`src/hdl/sam_pkg.sv`:
```
`default_nettype none
package sam_pkg;
    localparam int MaxText    = 4096;
    localparam int Alphabet   = 26;
    localparam int MaxStates  = 2 * MaxText;
    localparam int StW        = $clog2(MaxStates);
    localparam int LenW       = $clog2(MaxText + 1);
    localparam int SymW       = 5;
    localparam int TrDepth    = MaxStates * Alphabet;
    localparam int TrAw       = $clog2(TrDepth);

    typedef logic [StW-1:0]  t_state;
    typedef logic [LenW-1:0] t_len;
    typedef logic [SymW-1:0] t_sym;
    typedef logic [TrAw-1:0] t_tr_addr;

    localparam logic [1:0] ActClear   = 2'd0;
    localparam logic [1:0] ActExtend  = 2'd1;
    localparam logic [1:0] ActMatch   = 2'd2;
    localparam logic [1:0] ActRestart = 2'd3;

    localparam t_state Root = '0;

    typedef enum logic [4:0] {
        S_IDLE,
        S_CLR_ROOT,
        S_EXT_NEWROW,
        S_EXT_RDP,
        S_EXT_CHKP,
        S_EXT_RDQ,
        S_EXT_CHKQ,
        S_CPY_RD,
        S_CPY_WR,
        S_RED_RD,
        S_RED_CHK,
        S_MAT_RD,
        S_MAT_CHK,
        S_OUT
    } t_fsm;

    // memory request bundle from sequencer to state store
    typedef struct packed {
        logic     tr_we;
        t_tr_addr tr_waddr;
        t_state   tr_wdata;
        t_tr_addr tr_raddr;
        logic     lk_we;
        t_state   lk_waddr;
        t_state   lk_wdata;
        t_state   lk_raddr;
        logic     ln_we;
        t_state   ln_waddr;
        t_len     ln_wdata;
        t_state   ln_raddr;
    } t_mem_req;

    typedef struct packed {
        t_state tr_rdata;
        t_state lk_rdata;
        t_len   ln_rdata;
    } t_mem_rsp;

    function automatic t_tr_addr tr_addr(t_state st, t_sym sym);
        logic [TrAw+SymW-1:0] a;
        a = TrAw'(st) * TrAw'(Alphabet) + TrAw'(sym);
        return a[TrAw-1:0];
    endfunction
endpackage
`default_nettype wire

```
`src/hdl/sam_seq.sv`:
```
`default_nettype none
module sam_seq (
    input  wire logic              i_clk,
    input  wire logic              i_rst_n,
    input  wire logic              i_valid,
    output logic                   o_stall,
    input  wire logic [1:0]        i_action,
    input  wire sam_pkg::t_sym     i_symbol,
    output logic                   o_valid,
    input  wire logic              i_stall,
    output sam_pkg::t_len          o_match_len,
    output sam_pkg::t_state        o_state_index,
    output logic                   o_status,
    output sam_pkg::t_mem_req      o_req,
    input  wire sam_pkg::t_mem_rsp i_rsp
);
    sam_pkg::t_fsm   r_fsm, n_fsm;
    sam_pkg::t_state r_last, n_last, r_used, n_used, r_mst, n_mst;
    sam_pkg::t_len   r_tlen, n_tlen, r_mlen, n_mlen;
    sam_pkg::t_sym   r_sym, n_sym;
    sam_pkg::t_state r_p, n_p, r_np, n_np, r_q, n_q, r_nq, n_nq;
    sam_pkg::t_len   r_lp, n_lp;
    logic [sam_pkg::SymW-1:0] r_cnt, n_cnt;
    logic            r_clone, n_clone; // set once np's length has been written
    logic            r_ov, n_ov;
    sam_pkg::t_len   r_olen, n_olen;
    sam_pkg::t_state r_ost, n_ost;
    logic            r_ost_s, n_ost_s;
    sam_pkg::t_len   r_dlen, n_dlen;   // output register
    sam_pkg::t_state r_dst, n_dst;
    logic            r_ds, n_ds;
    logic            acc;
    logic [sam_pkg::StW:0] used_p2;

    assign acc = i_valid && !o_stall;
    assign o_stall = (r_fsm != sam_pkg::S_IDLE);
    assign o_valid = r_ov;
    assign o_match_len = r_dlen;
    assign o_state_index = r_dst;
    assign o_status = r_ds;
    assign used_p2 = {1'b0, r_used} + (sam_pkg::StW+1)'(2);

    always_ff @(posedge i_clk) begin
        if (!i_rst_n) begin
            r_fsm <= sam_pkg::S_CLR_ROOT;
            r_last <= sam_pkg::Root; r_used <= sam_pkg::StW'(1);
            r_tlen <= '0; r_mst <= sam_pkg::Root; r_mlen <= '0;
            r_ov <= 1'b0; r_cnt <= '0;
        end else begin
            r_fsm <= n_fsm; r_last <= n_last; r_used <= n_used;
            r_tlen <= n_tlen; r_mst <= n_mst; r_mlen <= n_mlen;
            r_ov <= n_ov; r_cnt <= n_cnt;
        end
    end
    always_ff @(posedge i_clk) begin
        r_sym <= n_sym; r_p <= n_p; r_np <= n_np; r_q <= n_q; r_nq <= n_nq;
        r_lp <= n_lp; r_clone <= n_clone;
        r_olen <= n_olen; r_ost <= n_ost; r_ost_s <= n_ost_s;
        r_dlen <= n_dlen; r_dst <= n_dst; r_ds <= n_ds;
    end

    always_comb begin
        n_fsm = r_fsm; n_last = r_last; n_used = r_used; n_tlen = r_tlen;
        n_mst = r_mst; n_mlen = r_mlen; n_sym = r_sym; n_p = r_p; n_np = r_np;
        n_q = r_q; n_nq = r_nq; n_lp = r_lp; n_cnt = r_cnt; n_clone = r_clone;
        n_ov = r_ov; n_olen = r_olen; n_ost = r_ost; n_ost_s = r_ost_s;
        n_dlen = r_dlen; n_dst = r_dst; n_ds = r_ds;
        o_req = '0;
        if (r_ov && !i_stall) n_ov = 1'b0;
        unique case (r_fsm)
            sam_pkg::S_IDLE: begin
                if (acc) begin
                    n_sym = i_symbol;
                    n_ost_s = 1'b0;
                    unique case (i_action)
                        sam_pkg::ActClear: begin
                            n_last = sam_pkg::Root; n_used = sam_pkg::StW'(1);
                            n_tlen = '0; n_mst = sam_pkg::Root; n_mlen = '0;
                            n_cnt = '0; n_fsm = sam_pkg::S_CLR_ROOT;
                            n_olen = '0; n_ost = sam_pkg::Root;
                        end
                        sam_pkg::ActExtend: begin
                            if (32'(i_symbol) >= sam_pkg::Alphabet ||
                                32'(r_tlen) >= sam_pkg::MaxText ||
                                32'(used_p2) > sam_pkg::MaxStates) begin
                                n_ost_s = 1'b1; n_olen = r_tlen; n_ost = r_last;
                                n_fsm = sam_pkg::S_OUT;
                            end else begin
                                n_p = r_last; n_np = r_used;
                                n_used = r_used + sam_pkg::StW'(1);
                                n_cnt = '0; n_clone = 1'b0;
                                n_fsm = sam_pkg::S_EXT_NEWROW;
                            end
                        end
                        sam_pkg::ActMatch: begin
                            if (32'(i_symbol) >= sam_pkg::Alphabet) begin
                                n_ost_s = 1'b1; n_olen = r_mlen; n_ost = r_mst;
                                n_fsm = sam_pkg::S_OUT;
                            end else begin
                                n_p = r_mst; n_fsm = sam_pkg::S_MAT_RD;
                            end
                        end
                        default: begin
                            n_mst = sam_pkg::Root; n_mlen = '0;
                            n_olen = '0; n_ost = sam_pkg::Root;
                            n_fsm = sam_pkg::S_OUT;
                        end
                    endcase
                end
            end
            sam_pkg::S_CLR_ROOT: begin
                // clear the root row, and with it its length and link
                o_req.tr_we = 1'b1;
                o_req.tr_waddr = sam_pkg::tr_addr(sam_pkg::Root, r_cnt);
                o_req.tr_wdata = sam_pkg::Root;
                o_req.ln_we = 1'b1; o_req.ln_waddr = sam_pkg::Root;
                o_req.lk_we = 1'b1; o_req.lk_waddr = sam_pkg::Root;
                n_cnt = r_cnt + sam_pkg::SymW'(1);
                if (32'(r_cnt) == sam_pkg::Alphabet - 1) begin
                    n_cnt = '0; n_fsm = sam_pkg::S_OUT;
                end
            end
            sam_pkg::S_EXT_NEWROW: begin
                o_req.tr_we = 1'b1;
                o_req.tr_waddr = sam_pkg::tr_addr(r_np, r_cnt);
                o_req.tr_wdata = sam_pkg::Root;
                o_req.ln_raddr = r_p;
                n_cnt = r_cnt + sam_pkg::SymW'(1);
                if (32'(r_cnt) == sam_pkg::Alphabet - 1) begin
                    n_cnt = '0; n_fsm = sam_pkg::S_EXT_RDP;
                end
            end
            sam_pkg::S_EXT_RDP: begin
                if (r_cnt == '0 && !r_clone) begin
                    // length of last state arrives now
                    o_req.ln_we = 1'b1; o_req.ln_waddr = r_np;
                    o_req.ln_wdata = i_rsp.ln_rdata + sam_pkg::LenW'(1);
                    n_clone = 1'b1;
                end
                o_req.tr_raddr = sam_pkg::tr_addr(r_p, r_sym);
                o_req.lk_raddr = r_p; o_req.ln_raddr = r_p;
                n_fsm = sam_pkg::S_EXT_CHKP;
            end
            sam_pkg::S_EXT_CHKP: begin
                if (i_rsp.tr_rdata == sam_pkg::Root) begin
                    o_req.tr_we = 1'b1;
                    o_req.tr_waddr = sam_pkg::tr_addr(r_p, r_sym);
                    o_req.tr_wdata = r_np;
                    if (r_p == sam_pkg::Root) begin
                        o_req.lk_we = 1'b1; o_req.lk_waddr = r_np;
                        o_req.lk_wdata = sam_pkg::Root;
                        n_fsm = sam_pkg::S_OUT;
                    end else begin
                        n_p = i_rsp.lk_rdata; n_fsm = sam_pkg::S_EXT_RDP;
                    end
                end else begin
                    n_q = i_rsp.tr_rdata; n_lp = i_rsp.ln_rdata;
                    n_fsm = sam_pkg::S_EXT_RDQ;
                end
                if (n_fsm == sam_pkg::S_OUT) begin
                    n_last = r_np; n_tlen = r_tlen + sam_pkg::LenW'(1);
                    n_olen = r_tlen + sam_pkg::LenW'(1); n_ost = r_np;
                end
            end
            sam_pkg::S_EXT_RDQ: begin
                o_req.ln_raddr = r_q; o_req.lk_raddr = r_q;
                n_fsm = sam_pkg::S_EXT_CHKQ;
            end
            sam_pkg::S_EXT_CHKQ: begin
                if (r_lp + sam_pkg::LenW'(1) == i_rsp.ln_rdata) begin
                    o_req.lk_we = 1'b1; o_req.lk_waddr = r_np;
                    o_req.lk_wdata = r_q;
                    n_last = r_np; n_tlen = r_tlen + sam_pkg::LenW'(1);
                    n_olen = r_tlen + sam_pkg::LenW'(1); n_ost = r_np;
                    n_fsm = sam_pkg::S_OUT;
                end else begin
                    // clone: nq takes q's link, length lp+1
                    n_nq = r_used; n_used = r_used + sam_pkg::StW'(1);
                    o_req.lk_we = 1'b1; o_req.lk_waddr = r_used;
                    o_req.lk_wdata = i_rsp.lk_rdata;
                    o_req.ln_we = 1'b1; o_req.ln_waddr = r_used;
                    o_req.ln_wdata = r_lp + sam_pkg::LenW'(1);
                    n_cnt = '0; n_fsm = sam_pkg::S_CPY_RD;
                end
            end
            sam_pkg::S_CPY_RD: begin
                o_req.tr_raddr = sam_pkg::tr_addr(r_q, r_cnt);
                if (r_cnt == '0) begin
                    o_req.lk_we = 1'b1; o_req.lk_waddr = r_q;
                    o_req.lk_wdata = r_nq;
                end else if (r_cnt == sam_pkg::SymW'(1)) begin
                    o_req.lk_we = 1'b1; o_req.lk_waddr = r_np;
                    o_req.lk_wdata = r_nq;
                end
                n_fsm = sam_pkg::S_CPY_WR;
            end
            sam_pkg::S_CPY_WR: begin
                o_req.tr_we = 1'b1;
                o_req.tr_waddr = sam_pkg::tr_addr(r_nq, r_cnt);
                o_req.tr_wdata = i_rsp.tr_rdata;
                n_cnt = r_cnt + sam_pkg::SymW'(1);
                n_fsm = sam_pkg::S_CPY_RD;
                if (32'(r_cnt) == sam_pkg::Alphabet - 1) begin
                    n_cnt = '0; n_fsm = sam_pkg::S_RED_RD;
                end
            end
            sam_pkg::S_RED_RD: begin
                o_req.tr_raddr = sam_pkg::tr_addr(r_p, r_sym);
                o_req.lk_raddr = r_p;
                n_fsm = sam_pkg::S_RED_CHK;
            end
            sam_pkg::S_RED_CHK: begin
                if (i_rsp.tr_rdata == r_q) begin
                    o_req.tr_we = 1'b1;
                    o_req.tr_waddr = sam_pkg::tr_addr(r_p, r_sym);
                    o_req.tr_wdata = r_nq;
                end
                if (i_rsp.tr_rdata == r_q && r_p != sam_pkg::Root) begin
                    n_p = i_rsp.lk_rdata; n_fsm = sam_pkg::S_RED_RD;
                end else begin
                    n_last = r_np; n_tlen = r_tlen + sam_pkg::LenW'(1);
                    n_olen = r_tlen + sam_pkg::LenW'(1); n_ost = r_np;
                    n_fsm = sam_pkg::S_OUT;
                end
            end
            sam_pkg::S_MAT_RD: begin
                o_req.tr_raddr = sam_pkg::tr_addr(r_p, r_sym);
                o_req.lk_raddr = r_p; o_req.ln_raddr = r_p;
                n_fsm = sam_pkg::S_MAT_CHK;
            end
            sam_pkg::S_MAT_CHK: begin
                if (i_rsp.tr_rdata != sam_pkg::Root) begin
                    if (r_p == r_mst) begin
                        if (32'(r_mlen) < sam_pkg::MaxText)
                            n_mlen = r_mlen + sam_pkg::LenW'(1);
                    end else if (32'(i_rsp.ln_rdata) + 1 > sam_pkg::MaxText) begin
                        n_mlen = sam_pkg::LenW'(sam_pkg::MaxText);
                    end else begin
                        n_mlen = i_rsp.ln_rdata + sam_pkg::LenW'(1);
                    end
                    n_mst = i_rsp.tr_rdata;
                    n_fsm = sam_pkg::S_OUT;
                end else if (r_p == sam_pkg::Root) begin
                    n_mst = sam_pkg::Root; n_mlen = '0; n_fsm = sam_pkg::S_OUT;
                end else begin
                    n_p = i_rsp.lk_rdata; n_fsm = sam_pkg::S_MAT_RD;
                end
                n_olen = n_mlen; n_ost = n_mst;
            end
            sam_pkg::S_OUT: begin
                // load the output register once it is free or draining
                if (!r_ov || !i_stall) begin
                    n_ov = 1'b1;
                    n_dlen = r_olen; n_dst = r_ost; n_ds = r_ost_s;
                    n_fsm = sam_pkg::S_IDLE;
                end
            end
            default: n_fsm = sam_pkg::S_IDLE;
        endcase
    end

    a_out_hold: assert property (@(posedge i_clk) disable iff (!i_rst_n)
        r_ov && i_stall |=> r_ov && $stable(r_dlen) && $stable(r_dst) && $stable(r_ds))
        else $error("output word changed under stall");
    a_busy_stall: assert property (@(posedge i_clk) disable iff (!i_rst_n)
        r_fsm != sam_pkg::S_IDLE |-> o_stall)
        else $error("input taken while busy");
    a_used_ok: assert property (@(posedge i_clk) disable iff (!i_rst_n)
        32'(r_used) <= sam_pkg::MaxStates)
        else $error("state count overflow");
endmodule
`default_nettype wire

```
`config.mk`:
```
export PLATFORM = sky130hd
export DESIGN_NAME = sam_seq
export DESIGN_NICKNAME = d
export VERILOG_FILES = /design/src/hdl/sam_pkg.sv /design/src/hdl/sam_seq.sv
export SDC_FILE = /design/constraint.sdc
export NUM_CORES = 1
export LEC_CHECK = 0
export ABC_AREA = 1
export ABC_CLOCK_PERIOD_IN_PS = 6900
export BUFFER_PORTS_ARGS = -buffer_cell sky130_fd_sc_hd__buf_2
export CORE_MARGIN = 2
export CORE_UTILIZATION = 30
export DETAILED_ROUTE_END_ITERATION = 6
export GPL_TIMING_DRIVEN = 0
export SLEW_MARGIN = 15
export SYNTH_ARGS = -nofsm -noshare
export SYNTH_HDL_FRONTEND = slang
export SYNTH_SLANG_ARGS = --single-unit
```
`constraint.sdc`:
```
create_clock -name i_clk -period 6.9 [get_ports i_clk]
set_clock_uncertainty 0.15 [all_clocks]
set_input_delay 0.345 -clock i_clk [delete_from_list [all_inputs] [get_ports i_clk]]
set_output_delay 0.345 -clock i_clk [all_outputs]
set_load 0.03 [all_outputs]
```
==> Word-level counts from Yosys, hierarchy flattened <==
Cells that the tools add are included.
{ "word_totals": {"reg_bits": 201} }
{ "classes": {"n_lt_le_gt_ge": 5, "n_eq_ne": 43, "multipliers": 4, "n_mux": 95, "add_sub_neg": 12, "n_reduce_logical": 43, "n_bitwise": 3} }
{ "op_table": {"columns": ["op", "count"], "rows": [
  ["13-bit 2-to-1 mux", 33],
  ["13-bit one-hot mux with 2 select lines", 10],
  ["27-bit 2-to-1 mux", 6],
  ["32-bit one-hot mux with 5 select lines", 1],
  ["13-bit one-hot mux with 4 select lines", 3],
  ["13-bit one-hot mux with 5 select lines", 2],
  ["18-bit by 5-bit adder with 18-bit output", 4],
  ["5-bit one-hot mux with 14 select lines", 1],
  ["13-bit by 4-bit multiplier with 17-bit output, second input constant", 4],
  ["13-bit by 1-bit adder with 13-bit output, second input constant", 5],
  ["32-bit 2-to-1 mux", 2],
  ["14-bit one-hot mux with 4 select lines", 1],
  ["5-bit 2-to-1 mux", 10],
  ["14-bit one-hot mux with 3 select lines", 1],
  ["13-bit == test", 3],
  ["13-bit one-hot mux with 3 select lines", 1],
  ["18-bit one-hot mux with 2 select lines", 1],
  ["5-bit by 4-bit == test with 1-bit output, second input constant", 7],
  ["2-bit != test, second input constant", 14],
  ["13-bit zero test", 2],
  ["26-bit 2-to-1 mux", 1],
  ["13-bit nonzero test", 2],
  ["5-bit by 3-bit == test with 1-bit output, second input constant", 4],
  ["4-bit 2-to-1 mux", 4],
  ["41 further kinds", 83]
]} }

==> Logic depth before layout (Yosys ltp) <==
{ "logic_depth": {"word_depth": 7, "depth_mapped": 23} }

==> Worst setup path after synthesis <==
OpenSTA, ideal clock, no wires.
{ "synth_timing": {"path_kind": "flip-flop to flip-flop", "from": "register r_lp[0]", "to": "register r_olen[0], enable pin", "setup_time_ns": 0.475, "required_ns": 6.275, "t_arrival_ns": 4.575, "period_less_slack_ns": 5.199, "stages_incl_launch_ff": 14, "n_path_buf": 1, "path_slack_ns": 1.701, "path_cell_list": "edfxtp_1 ha_1 nand2_2 nor2_1 or2_2 nand2_1 xor2_1 nand3_1 nor2_1 nand2_1 nand2_2 inv_1 buf_2 nor4_1"} }
{ "synth_between": {"elab_chain_len": 4} }
{ "synth_lines": {"columns": ["item", "line_no", "source"], "rows": [
  ["from (decl)", "sam_seq.sv:22", "sam_pkg::t_len r_lp, n_lp;"],
  ["from (signal assigned)", "sam_seq.sv:57", "r_lp <= n_lp; r_clone <= n_clone;"],
  ["13-bit by 1-bit adder with 13-bit output", "sam_seq.sv:170", "if (r_lp + sam_pkg::LenW'(1) == i_rsp.ln_rdata) begin"],
  ["13-bit == test", "sam_seq.sv:170", null],
  ["2-bit != test (no line)", null, null],
  ["7-bit AND reduction (no line)", null, null],
  ["to (signal assigned)", "sam_seq.sv:58", "r_olen <= n_olen; r_ost <= n_ost; r_ost_s <= n_ost_s;"],
  ["to (decl)", "sam_seq.sv:26", "sam_pkg::t_len r_olen, n_olen;"]
]} }
No other way between the ends.
A chain may end at the register's enable or synchronous reset.

==> impl_results.md <==
- Top_reg_cell synth: edfxtp_1
- Reg2Reg Setup Slack: 3.23 ns
- Mux cell area share after synthesis: 0.05382%
- Async S/R FF share, synth: 0%
- Root Driver: clkbuf_16
- Post-CTS Setup Inserts: 0
- Num CTS Buffers: 17
- GPL Wtd Cong: 1.028
- Total power draw: 6.338 mW
- Final hold vios: 0
- CTS tree: built
- Row count: 91
- Critical Path RT: 6.40 ns
- Worst-Margin Slew: 1.074 ns
- Nets: 3,179
- DP Worst Slack: 2.410 ns
- Initial antenna violation count: 7
- Crit-path max FO: 6
- Final setup fails: 0
- Syn nets: 2,932
- Worst slew margin: 27.72%
- Pre-antenna DRT Iters: 7
- GR Util All Layers: 23.11%
- Synth Area in Adders: 14.85%
- Period utilization: 72.33%
- Slew Viols, Final: 0
- Number of global-route vias before repair: 17,930
- Netlist cell types: 53
- GRT overflow: 0
- Worst setup margin: 1.909 ns
- Hold_buf cts: 13
- Crit path launch: r_p[5]
- Most common cell after layout, fill and taps aside: nand2_1
- Core Area: 61,480 um^2
- Worst R2R Start: r_lp[0]
- Most frequent cells in the layout: nand2_1, inv_1, buf_2
- Diodes inserted: 0
- Worst hold slack: 0.02302 ns
- Post-CTS sizing: 0
- FF-to-FF path depth: 15
- Cells after Synth: 2,687
- Clk buf depth: 2
- Final min period: 4.991 ns
- EDFF count, synth: 125
- Cell Pwr Density: 295.4 nW/um^2
- H-tree depth: 4
- Vias per cell: 5.179
- LEAKAGE: 10.60 nW
- Top post-synthesis cells by area: edfxtp_1, nand2_1, ha_1
- Proportion of layout cells with a drive suffix above 1: 10.42%
- CP endpoint: o_req[126]
- Crit start category: flip-flop
- Max_cap viols: 0
- Die width: 253.0 um
- Die area: 64,000 um^2
- Wirelength per Cell: 20.09 um
- Cell accounting for the most synthesized area: edfxtp_1
- Yosys reg bits: 200
- Final WL: 75.07 mm
- Post-synthesis compound-gate area fraction: 12.38%
- Endpoint class of the critical path: output port
- CP Data Arrival Time: 4.50 ns
- DR vias: 19,355
- Synth Area in XOR/XNOR: 3.720%
- First-pass GRT wire length: 110.3 mm
- CTS Sinks: 200
- Worst-path clk slew: 0.08 ns
- Share of the synthesized area in the top cell type: 20.18%
- Reg2reg end: r_olen[12]
- Mapped Area: 18,600 um^2
- Largest family of logic cells by synthesized area: simple AND/OR/NAND/NOR gates
- Status: finished clean
- RSZ-0062 raised after global routing: false
- Synthesis warning total: 0
- Post-synthesis simple-gate area fraction: 29.14%
- Max Freq: 200.4 MHz
- DRC: 0
- Critical Setup Path Class: flip-flop to output port
- I/O pin total: 209
- Port Buffers: 208
- Iter 0 DRT Violations: 2,120
- Seq/Total Area, Yosys: 28.26%
- Placed wire-length estimate: 62.87 mm
- Die Ht: 253.0 um
- Hold Crit Class: input port to flip-flop
- Synth Area per Inst: 6.921 um^2
- Worst skew pair latency: 0.47 ns
- Worst VDD drop: 0.0002202 V
- Initial core utilization: 30.25%
- Area growth syn-to-layout: 15.37%
- ANT nets after route: 0
- Largest net degree at the start of global routing: 23
## power by group
part / total [mW] / internal [mW] / leakage, nW / switching, mW
Sequential: 1.61 / 1.47 / 1.78 / 0.147
Clock: 1.02 / 0.486 / 0.280 / 0.534
Combinational: 3.71 / 1.07 / 8.55 / 2.63
## final cells by class
cell class / instances / area, um^2
Multi-Input combinational cell: 1927 / 11220
Inverter: 490 / 1839
Tap cell: 790 / 988.4
Clock buffer: 18 / 429.2
Sequential cell: 200 / 5255
Timing Repair Buffer: 228 / 1260
Buffer: 70 / 316.6
Fill cell: 6701 / 40030
Clock inverter: 14 / 148.9
## cell families (layout without fill, tap and decap cells)
family	Yosys count	count (layout)
xor+xnor	79	79
fa+ha+maj	195	195
simple gates	1268	1268
flops	200	200
buf+inv	560	820
compound gates	384	384
mux	1	1
## metal layers
metal	routed length (um)	part of all wire [%]	vias to the layer above	global-route usage, %
met1	32680	44	9001	31.44
met2	31850	42	905	35.38
met3	7935	11	120	5.890
met5	36	0.048	-	0
li1	-	-	9323	-
met4	2574	3.4	6	7.980
## registers in the layout, summed over array words and instances, names as in the netlist
signal / count
o_match_len: 13
o_state_index: 13
o_status: 1
o_valid: 1
r_clone: 1
r_cnt: 5
r_fsm: 4
r_last: 13
r_lp: 13
r_mlen: 13
r_mst: 13
r_np: 13
r_nq: 13
r_olen: 13
r_ost: 13
r_ost_s: 1
r_p: 13
r_q: 13
r_sym: 5
r_tlen: 13
r_used: 13
## cell usage after synthesis (10+ instances only)
cell type / count
nand2_1: 706
inv_1: 484
nand3_1: 207
nor2_1: 201
ha_1: 152
a21oi_1: 127
edfxtp_1: 125
o21ai_0: 87
dfxtp_1: 75
nand4_1: 68
o22ai_1: 63
xor2_1: 61
fa_1: 43
clkbuf_1: 37
o221ai_1: 35
nor3_1: 31
xnor2_1: 18
a31oi_1: 17
buf_2: 17
a22oi_1: 15
or2_2: 12
nor4_1: 11
nand3b_1: 10
## critical path, cell delays in order, from the launching register on
cell and delay, ns:
edfxtp_1 0.57, inv_1 0.18, ha_1 0.32, inv_1 0.06
fa_1 0.52, inv_1 0.05, ha_1 0.32, inv_1 0.07
o21bai_1 0.21, nand2_1 0.10, nand3_1 0.13, xor2_1 0.51
nand2_1 0.16, nor2_1 0.17, nand3_1 0.09, nand2_1 0.08
nand3_1 0.14, nand2_1 0.12, buf_2 0.22
## metrics by stage
step / TNS [ns] / utilization (%) / instance area [um^2] / std cells
2_1_floorplan: 0 / - / 18600 / 2687
3_3_place_gp: -17.01 / 33.55 / 20630 / 3685
3_5_place_dp: 0 / 33.74 / 20740 / 3692
4_1_cts: 0 / 34.89 / 21450 / 3737
5_1_grt: 0 / 34.90 / 21460 / 3737
6_report: 0 / 34.90 / 21460 / 3737
## how the worst min path moves through the flow
stage	startpoint	cells past startpoint	end
6_report	i_rsp[38]	1	r_q[12]
5_1_grt	i_rsp[38]	1	r_q[12]
4_1_cts	i_rsp[38]	1	r_q[12]
3_5_place_dp	r_ost[11]	0	o_state_index[11]
3_3_place_gp	r_ost[11]	0	o_state_index[11]
2_1_floorplan	r_olen[0]	0	o_match_len[0]
(Power assumes the default switching activity.)
